[config.mk]
export PLATFORM = sky130hd
export DESIGN_NAME = pulse_period_speed_meter
export DESIGN_NICKNAME = d
export VERILOG_FILES = /design/src/hdl/ppsm_pkg.sv /design/src/hdl/ppsm_accum.sv /design/src/hdl/ppsm_divider.sv /design/src/hdl/pulse_period_speed_meter.sv
export VERILOG_INCLUDE_DIRS = /design/src /design/src/hdl
export SDC_FILE = /design/constraint.sdc
export NUM_CORES = 1
export LEC_CHECK = 0
export ABC_AREA = 1
export BUFFER_PORTS_ARGS = -buffer_cell sky130_fd_sc_hd__buf_4
export CAP_MARGIN = 25
export CORE_MARGIN = 4
export CORE_UTILIZATION = 50
export CTS_CLUSTER_SIZE = 30
export DETAILED_ROUTE_END_ITERATION = 7
export PLACE_DENSITY = 0.69
export SLEW_MARGIN = 15
export SYNTH_ARGS = -nofsm -noshare
export SYNTH_HDL_FRONTEND = slang
export SYNTH_SLANG_ARGS = --single-unit
[constraint.sdc]
create_clock -name clk_i -period 5.65 [get_ports clk_i]
set_input_delay 1.13 -clock clk_i [delete_from_list [all_inputs] [get_ports clk_i]]
set_output_delay 1.13 -clock clk_i [all_outputs]
set_load 0.01 [all_outputs]
[src/hdl/pulse_period_speed_meter_defines.svh]
// Assertion macros for the pulse period speed meter.
`ifndef PULSE_PERIOD_SPEED_METER_DEFINES_SVH
`define PULSE_PERIOD_SPEED_METER_DEFINES_SVH

// Same-cycle implication, checked out of reset.
`define PPSM_ASSERT_NOW(label, clk, rst_n, ante, cons, msg) \
  label: assert property (@(posedge clk) disable iff (!rst_n) (ante) |-> (cons)) \
    else $error(msg);

// Next-cycle implication, checked out of reset.
`define PPSM_ASSERT_NEXT(label, clk, rst_n, ante, cons, msg) \
  label: assert property (@(posedge clk) disable iff (!rst_n) (ante) |=> (cons)) \
    else $error(msg);

`endif

[src/hdl/ppsm_pkg.sv]
// Shared constants for the pulse period speed meter.
package ppsm_pkg;

  localparam int unsigned TIMER_WIDTH_DEF = 16;
  localparam int unsigned INTERVALS_DEF   = 4;

  localparam int unsigned CAPTURE_W  = 16;
  localparam int unsigned RATE_W     = 16;
  localparam int unsigned SPEED_W    = 16;
  localparam int unsigned AVG_OUT_W  = 14;
  localparam int unsigned CFG_DATA_W = 16;
  localparam int unsigned CFG_IDX_W  = 2;

  // Unit scaling: speed = q * SCALE_x / SCALE_DIVISOR
  localparam int unsigned SCALE_W       = 11;
  localparam int unsigned SCALE_BASE    = 1000;
  localparam int unsigned SCALE_ALT     = 1609;
  localparam int unsigned SCALE_DIVISOR = 447;
  localparam int unsigned PROD_W        = RATE_W + SCALE_W;

  localparam int unsigned RATE_RESET = 16000;
  localparam logic        UNIT_RESET = 1'b1;

  // Configuration register indexes
  localparam logic [CFG_IDX_W-1:0] REG_RATE_NUMERATOR = 2'd0;
  localparam logic [CFG_IDX_W-1:0] REG_UNIT_MODE      = 2'd1;

endpackage

[src/hdl/ppsm_accum.sv]
// Interval accumulator: phase counter, previous capture and running sum.
module ppsm_accum #(
  parameter int unsigned TIMER_WIDTH = ppsm_pkg::TIMER_WIDTH_DEF,
  parameter int unsigned INTERVALS   = ppsm_pkg::INTERVALS_DEF
) (
  input  logic                   clk_i,
  input  logic                   rst_ni,
  input  logic                   step_i,
  input  logic [TIMER_WIDTH-1:0] capture_i,
  output logic                   group_done_o,
  output logic [TIMER_WIDTH-1:0] total_o
);
  import ppsm_pkg::*;

  localparam int unsigned PhW = $clog2(INTERVALS + 1);

  logic [PhW-1:0]         phase_q, phase_d;
  logic [TIMER_WIDTH-1:0] prev_q, prev_d;
  logic [TIMER_WIDTH-1:0] sum_q, sum_d;
  logic [TIMER_WIDTH-1:0] total_q, total_d;
  logic                   done_q, done_d;
  logic [TIMER_WIDTH-1:0] diff;

  assign diff = capture_i - prev_q;

  always_comb begin
    phase_d = phase_q;
    prev_d  = prev_q;
    sum_d   = sum_q;
    total_d = total_q;
    done_d  = done_q;
    if (step_i) begin
      if (phase_q == '0) begin
        prev_d  = capture_i;
        phase_d = PhW'(1);
        done_d  = 1'b0;
      end else if (phase_q >= PhW'(INTERVALS)) begin
        // close the group: keep prev, hand the total on, clear
        total_d = sum_q + diff;
        sum_d   = '0;
        phase_d = '0;
        done_d  = 1'b1;
      end else begin
        prev_d  = capture_i;
        sum_d   = sum_q + diff;
        phase_d = phase_q + PhW'(1);
        done_d  = 1'b0;
      end
    end
  end

  always_ff @(posedge clk_i or negedge rst_ni) begin
    if (!rst_ni) begin
      phase_q <= '0;
      prev_q  <= '0;
      sum_q   <= '0;
      done_q  <= 1'b0;
    end else begin
      phase_q <= phase_d;
      prev_q  <= prev_d;
      sum_q   <= sum_d;
      done_q  <= done_d;
    end
  end

  always_ff @(posedge clk_i) begin
    total_q <= total_d;
  end

  assign group_done_o = done_q;
  assign total_o      = total_q;

endmodule

[src/hdl/ppsm_divider.sv]
// Bit-serial restoring divider, one quotient bit per cycle.
module ppsm_divider #(
  parameter int unsigned WIDTH = ppsm_pkg::PROD_W
) (
  input  logic                       clk_i,
  input  logic                       rst_ni,
  input  logic                       start_i,
  input  logic [$clog2(WIDTH+1)-1:0] n_bits_i,
  input  logic [WIDTH-1:0]           dividend_i,
  input  logic [WIDTH-1:0]           divisor_i,
  output logic                       done_o,
  output logic [WIDTH-1:0]           quotient_o
);
  import ppsm_pkg::*;

  localparam int unsigned CntW = $clog2(WIDTH + 1);

  // dividend_i is left-aligned; after n_bits_i shifts the quotient fills dq_q
  logic [WIDTH-1:0] rem_q, rem_d;
  logic [WIDTH-1:0] dq_q, dq_d;
  logic [WIDTH-1:0] dvs_q, dvs_d;
  logic [CntW-1:0]  cnt_q, cnt_d;
  logic             busy_q, busy_d;
  logic             done_q, done_d;
  logic [WIDTH:0]   trial;
  logic [WIDTH:0]   trial_sub;
  logic             fits;

  assign trial     = {rem_q, dq_q[WIDTH-1]};
  assign trial_sub = trial - {1'b0, dvs_q};
  assign fits      = trial >= {1'b0, dvs_q};

  always_comb begin
    rem_d  = rem_q;
    dq_d   = dq_q;
    dvs_d  = dvs_q;
    cnt_d  = cnt_q;
    busy_d = busy_q;
    done_d = 1'b0;
    if (start_i) begin
      rem_d  = '0;
      dq_d   = dividend_i;
      dvs_d  = divisor_i;
      cnt_d  = n_bits_i;
      busy_d = 1'b1;
    end else if (busy_q) begin
      rem_d = fits ? trial_sub[WIDTH-1:0] : trial[WIDTH-1:0];
      dq_d  = {dq_q[WIDTH-2:0], fits};
      cnt_d = cnt_q - CntW'(1);
      if (cnt_q == CntW'(1)) begin
        busy_d = 1'b0;
        done_d = 1'b1;
      end
    end
  end

  always_ff @(posedge clk_i or negedge rst_ni) begin
    if (!rst_ni) begin
      cnt_q  <= '0;
      busy_q <= 1'b0;
      done_q <= 1'b0;
    end else begin
      cnt_q  <= cnt_d;
      busy_q <= busy_d;
      done_q <= done_d;
    end
  end

  always_ff @(posedge clk_i) begin
    rem_q <= rem_d;
    dq_q  <= dq_d;
    dvs_q <= dvs_d;
  end

  assign done_o     = done_q;
  assign quotient_o = dq_q;

endmodule

[src/hdl/pulse_period_speed_meter.sv]
// Top level of the pulse period speed meter: sequencer, registers and outputs.
//
// Each accepted item is one timer capture of a sensor edge. Captures are
// grouped: the first of a group is stored, the next INTERVALS differences
// (modulo 2^TIMER_WIDTH) are summed, and when the group closes the average
// period becomes sum / INTERVALS. Every item returns one result: the speed
// derived from the current average period, floor(q*1000/447) with unit_mode
// set or floor(q*1609/447) with it clear, where q = rate_numerator / average,
// saturated at 65535 and 0 when the average is 0, together with the low 14
// bits of the average period. All division runs through one bit-serial
// restoring divider (one quotient bit per clock). An item that closes a
// group first divides the sum by INTERVALS; then q and the scaled speed
// are divided in turn, and both of these are skipped when the average is
// 0. One item is in work at a time; the result sits in an output
// register, so the next item is accepted while the previous result still
// waits to be taken.
// Configuration writes take effect at once and are meant for idle periods.

`include "pulse_period_speed_meter_defines.svh"

module pulse_period_speed_meter #(
  parameter int unsigned TIMER_WIDTH = ppsm_pkg::TIMER_WIDTH_DEF,
  parameter int unsigned INTERVALS   = ppsm_pkg::INTERVALS_DEF
) (
  input  logic                            clk_i,
  input  logic                            rst_ni,
  // configuration write port
  input  logic                            cfg_we_i,
  input  logic [ppsm_pkg::CFG_IDX_W-1:0]  cfg_index_i,
  input  logic [ppsm_pkg::CFG_DATA_W-1:0] cfg_data_i,
  // capture items
  input  logic                            in_valid_i,
  output logic                            in_ready_o,
  input  logic [ppsm_pkg::CAPTURE_W-1:0]  capture_time_i,
  // result items
  output logic                            out_valid_o,
  input  logic                            out_ready_i,
  output logic [ppsm_pkg::SPEED_W-1:0]    speed_value_o,
  output logic [ppsm_pkg::AVG_OUT_W-1:0]  average_period_o
);
  import ppsm_pkg::*;

  localparam int unsigned DivW = (TIMER_WIDTH > PROD_W) ? TIMER_WIDTH : PROD_W;
  localparam int unsigned CntW = $clog2(DivW + 1);

  // sequencer codes
  localparam logic [2:0] ST_IDLE   = 3'd0;
  localparam logic [2:0] ST_START  = 3'd1;
  localparam logic [2:0] ST_AVG    = 3'd2;
  localparam logic [2:0] ST_PREP   = 3'd3;
  localparam logic [2:0] ST_QUOT   = 3'd4;
  localparam logic [2:0] ST_SCALE  = 3'd5;
  localparam logic [2:0] ST_FINISH = 3'd6;

  logic [2:0]             state_q, state_d;
  logic [RATE_W-1:0]      rate_q;
  logic                   unit_q;
  logic [TIMER_WIDTH-1:0] avg_q, avg_d;
  logic [SPEED_W-1:0]     speed_q, speed_d;
  logic                   out_valid_q, out_valid_d;
  logic [SPEED_W-1:0]     out_speed_q, out_speed_d;
  logic [AVG_OUT_W-1:0]   out_avg_q, out_avg_d;

  logic                   in_accept;
  logic                   out_free;
  logic [TIMER_WIDTH-1:0] capture_tw;
  logic [TIMER_WIDTH+CAPTURE_W-1:0] capture_ext;
  logic [TIMER_WIDTH+AVG_OUT_W-1:0] avg_ext;
  logic                   group_done;
  logic [TIMER_WIDTH-1:0] group_total;

  logic                   div_start;
  logic [CntW-1:0]        div_n;
  logic [DivW-1:0]        div_dividend;
  logic [DivW-1:0]        div_divisor;
  logic                   div_done;
  logic [DivW-1:0]        div_quot;

  logic [SCALE_W-1:0]     scale_k;
  logic [PROD_W-1:0]      product;

  assign in_ready_o = (state_q == ST_IDLE);
  assign in_accept  = in_valid_i && in_ready_o;
  assign out_free   = !out_valid_q || out_ready_i;

  // resize the capture to the timer width (drop or zero-fill upper bits)
  assign capture_ext = {{TIMER_WIDTH{1'b0}}, capture_time_i};
  assign capture_tw  = capture_ext[TIMER_WIDTH-1:0];
  assign avg_ext     = {{AVG_OUT_W{1'b0}}, avg_q};

  // configuration registers; out-of-range indexes are dropped
  always_ff @(posedge clk_i or negedge rst_ni) begin
    if (!rst_ni) begin
      rate_q <= RATE_W'(RATE_RESET);
      unit_q <= UNIT_RESET;
    end else if (cfg_we_i) begin
      unique case (cfg_index_i)
        REG_RATE_NUMERATOR: rate_q <= cfg_data_i[RATE_W-1:0];
        REG_UNIT_MODE:      unit_q <= cfg_data_i[0];
        default: ;
      endcase
    end
  end

  ppsm_accum #(
    .TIMER_WIDTH (TIMER_WIDTH),
    .INTERVALS   (INTERVALS)
  ) u_accum (
    .clk_i        (clk_i),
    .rst_ni       (rst_ni),
    .step_i       (in_accept),
    .capture_i    (capture_tw),
    .group_done_o (group_done),
    .total_o      (group_total)
  );

  ppsm_divider #(
    .WIDTH (DivW)
  ) u_divider (
    .clk_i      (clk_i),
    .rst_ni     (rst_ni),
    .start_i    (div_start),
    .n_bits_i   (div_n),
    .dividend_i (div_dividend),
    .divisor_i  (div_divisor),
    .done_o     (div_done),
    .quotient_o (div_quot)
  );

  // q fits in RATE_W bits since the average is at least 1
  assign scale_k = unit_q ? SCALE_W'(SCALE_BASE) : SCALE_W'(SCALE_ALT);
  assign product = PROD_W'(div_quot[RATE_W-1:0]) * PROD_W'(scale_k);

  always_comb begin
    state_d      = state_q;
    avg_d        = avg_q;
    speed_d      = speed_q;
    out_valid_d  = out_valid_q;
    out_speed_d  = out_speed_q;
    out_avg_d    = out_avg_q;
    div_start    = 1'b0;
    div_n        = CntW'(TIMER_WIDTH);
    div_dividend = DivW'(group_total) << (DivW - TIMER_WIDTH);
    div_divisor  = DivW'(INTERVALS);

    // drop the result once the consumer takes it
    if (out_valid_q && out_ready_i) begin
      out_valid_d = 1'b0;
    end

    unique case (state_q)
      ST_IDLE: begin
        if (in_accept) begin
          state_d = ST_START;
        end
      end
      ST_START: begin
        // a closed group needs its average first
        if (group_done) begin
          div_start = 1'b1;
          state_d   = ST_AVG;
        end else begin
          state_d = ST_PREP;
        end
      end
      ST_AVG: begin
        if (div_done) begin
          avg_d   = div_quot[TIMER_WIDTH-1:0];
          state_d = ST_PREP;
        end
      end
      ST_PREP: begin
        if (avg_q == '0) begin
          speed_d = '0;
          state_d = ST_FINISH;
        end else begin
          div_start    = 1'b1;
          div_n        = CntW'(RATE_W);
          div_dividend = DivW'(rate_q) << (DivW - RATE_W);
          div_divisor  = DivW'(avg_q);
          state_d      = ST_QUOT;
        end
      end
      ST_QUOT: begin
        // scale q by the unit constant and divide by SCALE_DIVISOR in one go
        if (div_done) begin
          div_start    = 1'b1;
          div_n        = CntW'(PROD_W);
          div_dividend = DivW'(product) << (DivW - PROD_W);
          div_divisor  = DivW'(SCALE_DIVISOR);
          state_d      = ST_SCALE;
        end
      end
      ST_SCALE: begin
        if (div_done) begin
          speed_d = (|div_quot[DivW-1:SPEED_W]) ? '1 : div_quot[SPEED_W-1:0];
          state_d = ST_FINISH;
        end
      end
      ST_FINISH: begin
        // hold until the output register is free
        if (out_free) begin
          out_valid_d = 1'b1;
          out_speed_d = speed_q;
          out_avg_d   = avg_ext[AVG_OUT_W-1:0];
          state_d     = ST_IDLE;
        end
      end
      default: begin
        state_d = ST_IDLE;
      end
    endcase
  end

  always_ff @(posedge clk_i or negedge rst_ni) begin
    if (!rst_ni) begin
      state_q     <= ST_IDLE;
      avg_q       <= '0;
      out_valid_q <= 1'b0;
    end else begin
      state_q     <= state_d;
      avg_q       <= avg_d;
      out_valid_q <= out_valid_d;
    end
  end

  always_ff @(posedge clk_i) begin
    speed_q     <= speed_d;
    out_speed_q <= out_speed_d;
    out_avg_q   <= out_avg_d;
  end

  assign out_valid_o      = out_valid_q;
  assign speed_value_o    = out_speed_q;
  assign average_period_o = out_avg_q;

  // an accepted item always starts the sequence
  `PPSM_ASSERT_NEXT(a_accept_starts, clk_i, rst_ni, in_accept, state_q == ST_START, "accepted item did not start the sequence")
  // a finished result lands in a free output register
  `PPSM_ASSERT_NEXT(a_finish_delivers, clk_i, rst_ni, (state_q == ST_FINISH) && out_free, out_valid_o && (state_q == ST_IDLE), "finished result not presented")
  // the divider only reports while a division is awaited
  `PPSM_ASSERT_NOW(a_div_done_expected, clk_i, rst_ni, div_done, (state_q == ST_AVG) || (state_q == ST_QUOT) || (state_q == ST_SCALE), "divider finished outside a division state")

endmodule

==> impl_metrics.py <==
metrics = {
    "critical_path": {
        "crit_path_start": "unit_q$_DFFE_PN1P_",
        "reg2reg_depth": 23,
        "cp-endpoint": "u_divider.quotient_o[26]$_DFFE_PP_",
        "r2r_setup_slack_ns": 0.22,
        "cpMostUsedCell": "nand2_1",
        "r2r_end": "u_divider.quotient_o[26]$_DFFE_PP_",
        "path_class": "reg -> reg",
        "worstPathMaxFanout": 7,
        "crit_path_top_delay_cell": "dfstp_4",
        "cp-end-kind": "flop",
        "worstPathCellList": "buf_6 > buf_4 > nor2_1 > fa_1 > fa_1 > fa_1 > inv_1 > fa_1 > fa_1 > inv_1 > ha_2 > nand2_1 > nor2_2 > buf_4 > nand2_1 > nor2_1 > nand2_1 > nand3_1 > nand2_1 > nand3_1 > nand2_1 > nand2_1 > nand2_1",
        "cp-start-kind": "flop",
        "critPathRequiredTime_ns": 5.91,
        "crit_arrival_ns": 5.69,
        "r2r-start": "unit_q$_DFFE_PN1P_",
        "cpPeakStageDelay_ns": 0.69,
    },
    "timing": {
        "fmax_mhz": 184.2,
        "setup_viol_count_final": 0,
        "skew_ns": 0.02450,
        "slew-limit-headroom_pct": 35.95,
        "slew_violations": 0,
        "rsz0062_at_grt": "true",
        "fin_crit_ns": 5.430,
        "period_share_pct": 96.11,
        "hold_viol_final": 0,
        "worstMarginPinSlew_ns": 0.9597,
    },
    "clock_network": {
        "cts.clk_slew.worst_paths_ns": 0.06,
        "cts_hold_buffers": 0,
        "clock-root-buffer": "clkbuf_16",
        "cts_htree_levels": 1,
        "cts_made_buffers": 24,
        "clk_path_buf_depth": 3,
        "cts_tree": "yes",
        "clock_latency_ns": 0.53,
        "clock-sinks": 212,
    },
    "synthesis": {
        "yosys.area.top_type": "edfxtp_1",
        "synth_cells": 1991,
        "syn_nets": 2238,
        "synth_area_mm2": 0.01601,
        "avgSynthCellArea_um2": 8.040,
        "synth_most_common_cell": "nand2_1",
        "synth_top_area_share_pct": 19.70,
        "synth_cell_types": 47,
        "synth_area_leaders": "edfxtp_1 (20%), nand2_1 (12%), fa_1 (12%), dfrtp_1 (11%), inv_1 (10%)",
        "synth_flop_cell": "edfxtp_1",
        "synth_seq_cells": 212,
        "yosysSeqAreaShare_pct": 35.63,
        "synthTopCellsByCount": "nand2_1 (526), inv_1 (438), nor2_1 (141), ha_1 (113), nand3_1 (108)",
        "async_flop_share_pct": 37.74,
        "yosysWarnings": 0,
        "synth-edff-count": 105,
    },
    "floorplanning": {
        "die_x_um": 186.9,
        "die_h_um": 186.9,
        "row_count": 65,
        "coreArea_mm2": 0.03156,
        "initial_core_util_pct": 50.73,
        "die-area_mm2": 0.03494,
        "io_pins": 71,
    },
    "cells_and_area": {
        "fin_util_pct": 56.87,
        "multiInputGateArea_mm2": 0.008501,
        "drive_gt1_share_pct": 10.83,
        "num-nets-final": 2325,
        "num-fill-cells": 2927,
        "regArea_mm2": 0.005708,
        "diodes": 0,
        "area_delta_synth_final_pct": 12.10,
    },
    "place": {
        "place_congestion": 0.9467,
        "hpwl_um": 31120,
        "port_buffers": 70,
    },
    "run_status": {
        "outcome": "completed",
    },
    "global_route": {
        "grt-busiest-layer": "met2",
        "gr-usage-met1_pct": 31.29,
        "grt_pass1_wl_um": 64470,
        "grt_pass1_vias": 12700,
        "grt_antenna_before_repair": 0,
        "overflow": 0,
        "use_met3_pct": 3.397,
        "grt_max_degree": 48,
        "grtUsageTotal_pct": 22.40,
        "gr-usage-met2_pct": 36.30,
    },
    "route": {
        "drc": 0,
        "drt-total-wl_um": 39110,
        "via_per_inst": 5.109,
        "via_count": 12760,
        "drt_iter0_markers": 1018,
        "dr.pass1.iters": 6,
        "drtAntennaViolNets": 0,
        "wl_per_cell_um": 15.66,
    },
    "min_path": {
        "worstHoldPathType": "reg -> reg",
    },
    "job": {
        "cap_violations": 0,
    },
}
==> critical path: cells and delay by family (launching register included) <==
| kind | cells | cell delay (ns) |
|---|---|---|
| buffers and inverters | 5 | 0.52 |
| DFF | 1 | 0.69 |
| adders and majority gates | 6 | 2.96 |
| and+or+nand+nor | 12 | 0.99 |
==> what timing repair did <==
action	CTS	global route
resized for setup	1	32
setup buffers	0	3
gates cloned	0	0
endpoints found under the setup margin	1	14
pin swaps	0	10
==> cells in the final DEF, fill, tap and decap left out, types with 10 or more instances in the layout <==
| cell type | count |
|---|---|
| nand4_1 | 17 |
| o21ai_1 | 12 |
| nand3_1 | 108 |
| inv_2 | 10 |
| xor2_1 | 16 |
| nand2_1 | 519 |
| dfxtp_1 | 27 |
| nand2_2 | 13 |
| nor2_2 | 16 |
| a21oi_1 | 51 |
| xnor2_1 | 18 |
| ha_1 | 106 |
| dfrtp_1 | 73 |
| o21ai_0 | 88 |
| nor2_1 | 132 |
| buf_4 | 95 |
| mux2_2 | 14 |
| nor3_1 | 17 |
| fa_1 | 95 |
| edfxtp_1 | 105 |
| o22ai_1 | 12 |
| inv_1 | 435 |
| clkbuf_16 | 27 |
==> metal layers <==
| layer | share of wire, % | wire [um] |
|---|---|---|
| met5 | 0 | 0 |
| met4 | 3.5 | 1354 |
| met3 | 5.3 | 2060 |
| met2 | 46 | 17820 |
| met1 | 46 | 17870 |
==> registers in the layout (all words and copies together) (netlist names) <==
| name | count |
|---|---|
| u_accum.phase_q | 3 |
| u_accum.group_done_o | 1 |
| u_accum.total_o | 16 |
| unit_q | 1 |
| speed_value_o | 16 |
| out_valid_o | 1 |
| u_accum.sum_q | 16 |
| state_q | 3 |
| u_divider.rem_q | 27 |
| average_period_o | 14 |
| avg_q | 16 |
| u_divider.cnt_q | 5 |
| rate_q | 16 |
| u_divider.busy_q | 1 |
| speed_q | 16 |
| u_accum.prev_q | 16 |
| u_divider.dvs_q | 16 |
| u_divider.done_o | 1 |
| u_divider.quotient_o | 27 |
==> kinds of logic (layout without fill, tap and decap cells) <==
group | Yosys count | after routing | synth area share (%)
buf+inv | 482 | 587 | 11.88
xor+xnor | 34 | 34 | 1.860
flops | 212 | 212 | 35.63
compound gates | 189 | 189 | 6.495
fa+ha+maj | 208 | 208 | 20.71
simple gates | 852 | 852 | 22.43
mux | 14 | 14 | 0.9848
==> through the flow <==
| step | hold WS [ns] | area, um2 | setup WS (ns) | TNS, ns | cells |
|---|---|---|---|---|---|
| 5_1_grt | 0.4196 | 17940 | -0.009310 | -0.01662 | 2498 |
| 2_1_floorplan | 0.4003 | 16010 | 0.1490 | 0 | 1991 |
| 4_1_cts | 0.4169 | 17820 | 0.09222 | 0 | 2495 |
| 6_report | 0.4157 | 17940 | 0.2201 | 0 | 2498 |
| 3_5_place_dp | 0.4045 | 16990 | 0.04493 | 0 | 2451 |
| 3_3_place_gp | 0.4014 | 16990 | 0.1487 | 0 | 2450 |
==> area by class of cell <==
cell class | instances | share of cell area (%)
clock buffers | 34 | 4.079
clock inverters | 10 | 0.4950
inverters | 446 | 9.343
multi-input cells | 1297 | 47.37
flip-flops and latches | 212 | 31.81
well taps | 402 | 2.803
repair buffers | 97 | 4.100
==> worst min path at each step <==
stage                              from                         end  slack [ns]  cells after the start
6_report       speed_q[8]$_SDFFCE_PP0P_  speed_value_o[8]$_DFFE_PP_        0.42                      0
5_1_grt        speed_q[6]$_SDFFCE_PP0P_  speed_value_o[6]$_DFFE_PP_        0.42                      0
4_1_cts        speed_q[8]$_SDFFCE_PP0P_  speed_value_o[8]$_DFFE_PP_        0.42                      0
3_5_place_dp   speed_q[0]$_SDFFCE_PP0P_  speed_value_o[0]$_DFFE_PP_        0.40                      0
3_3_place_gp   speed_q[4]$_SDFFCE_PP0P_  speed_value_o[4]$_DFFE_PP_        0.40                      0
2_1_floorplan  speed_q[0]$_SDFFCE_PP0P_  speed_value_o[0]$_DFFE_PP_        0.40                      0
Power is not shown: default switching activity piles up to over one toggle a cycle in this logic, so the estimate is an artifact.
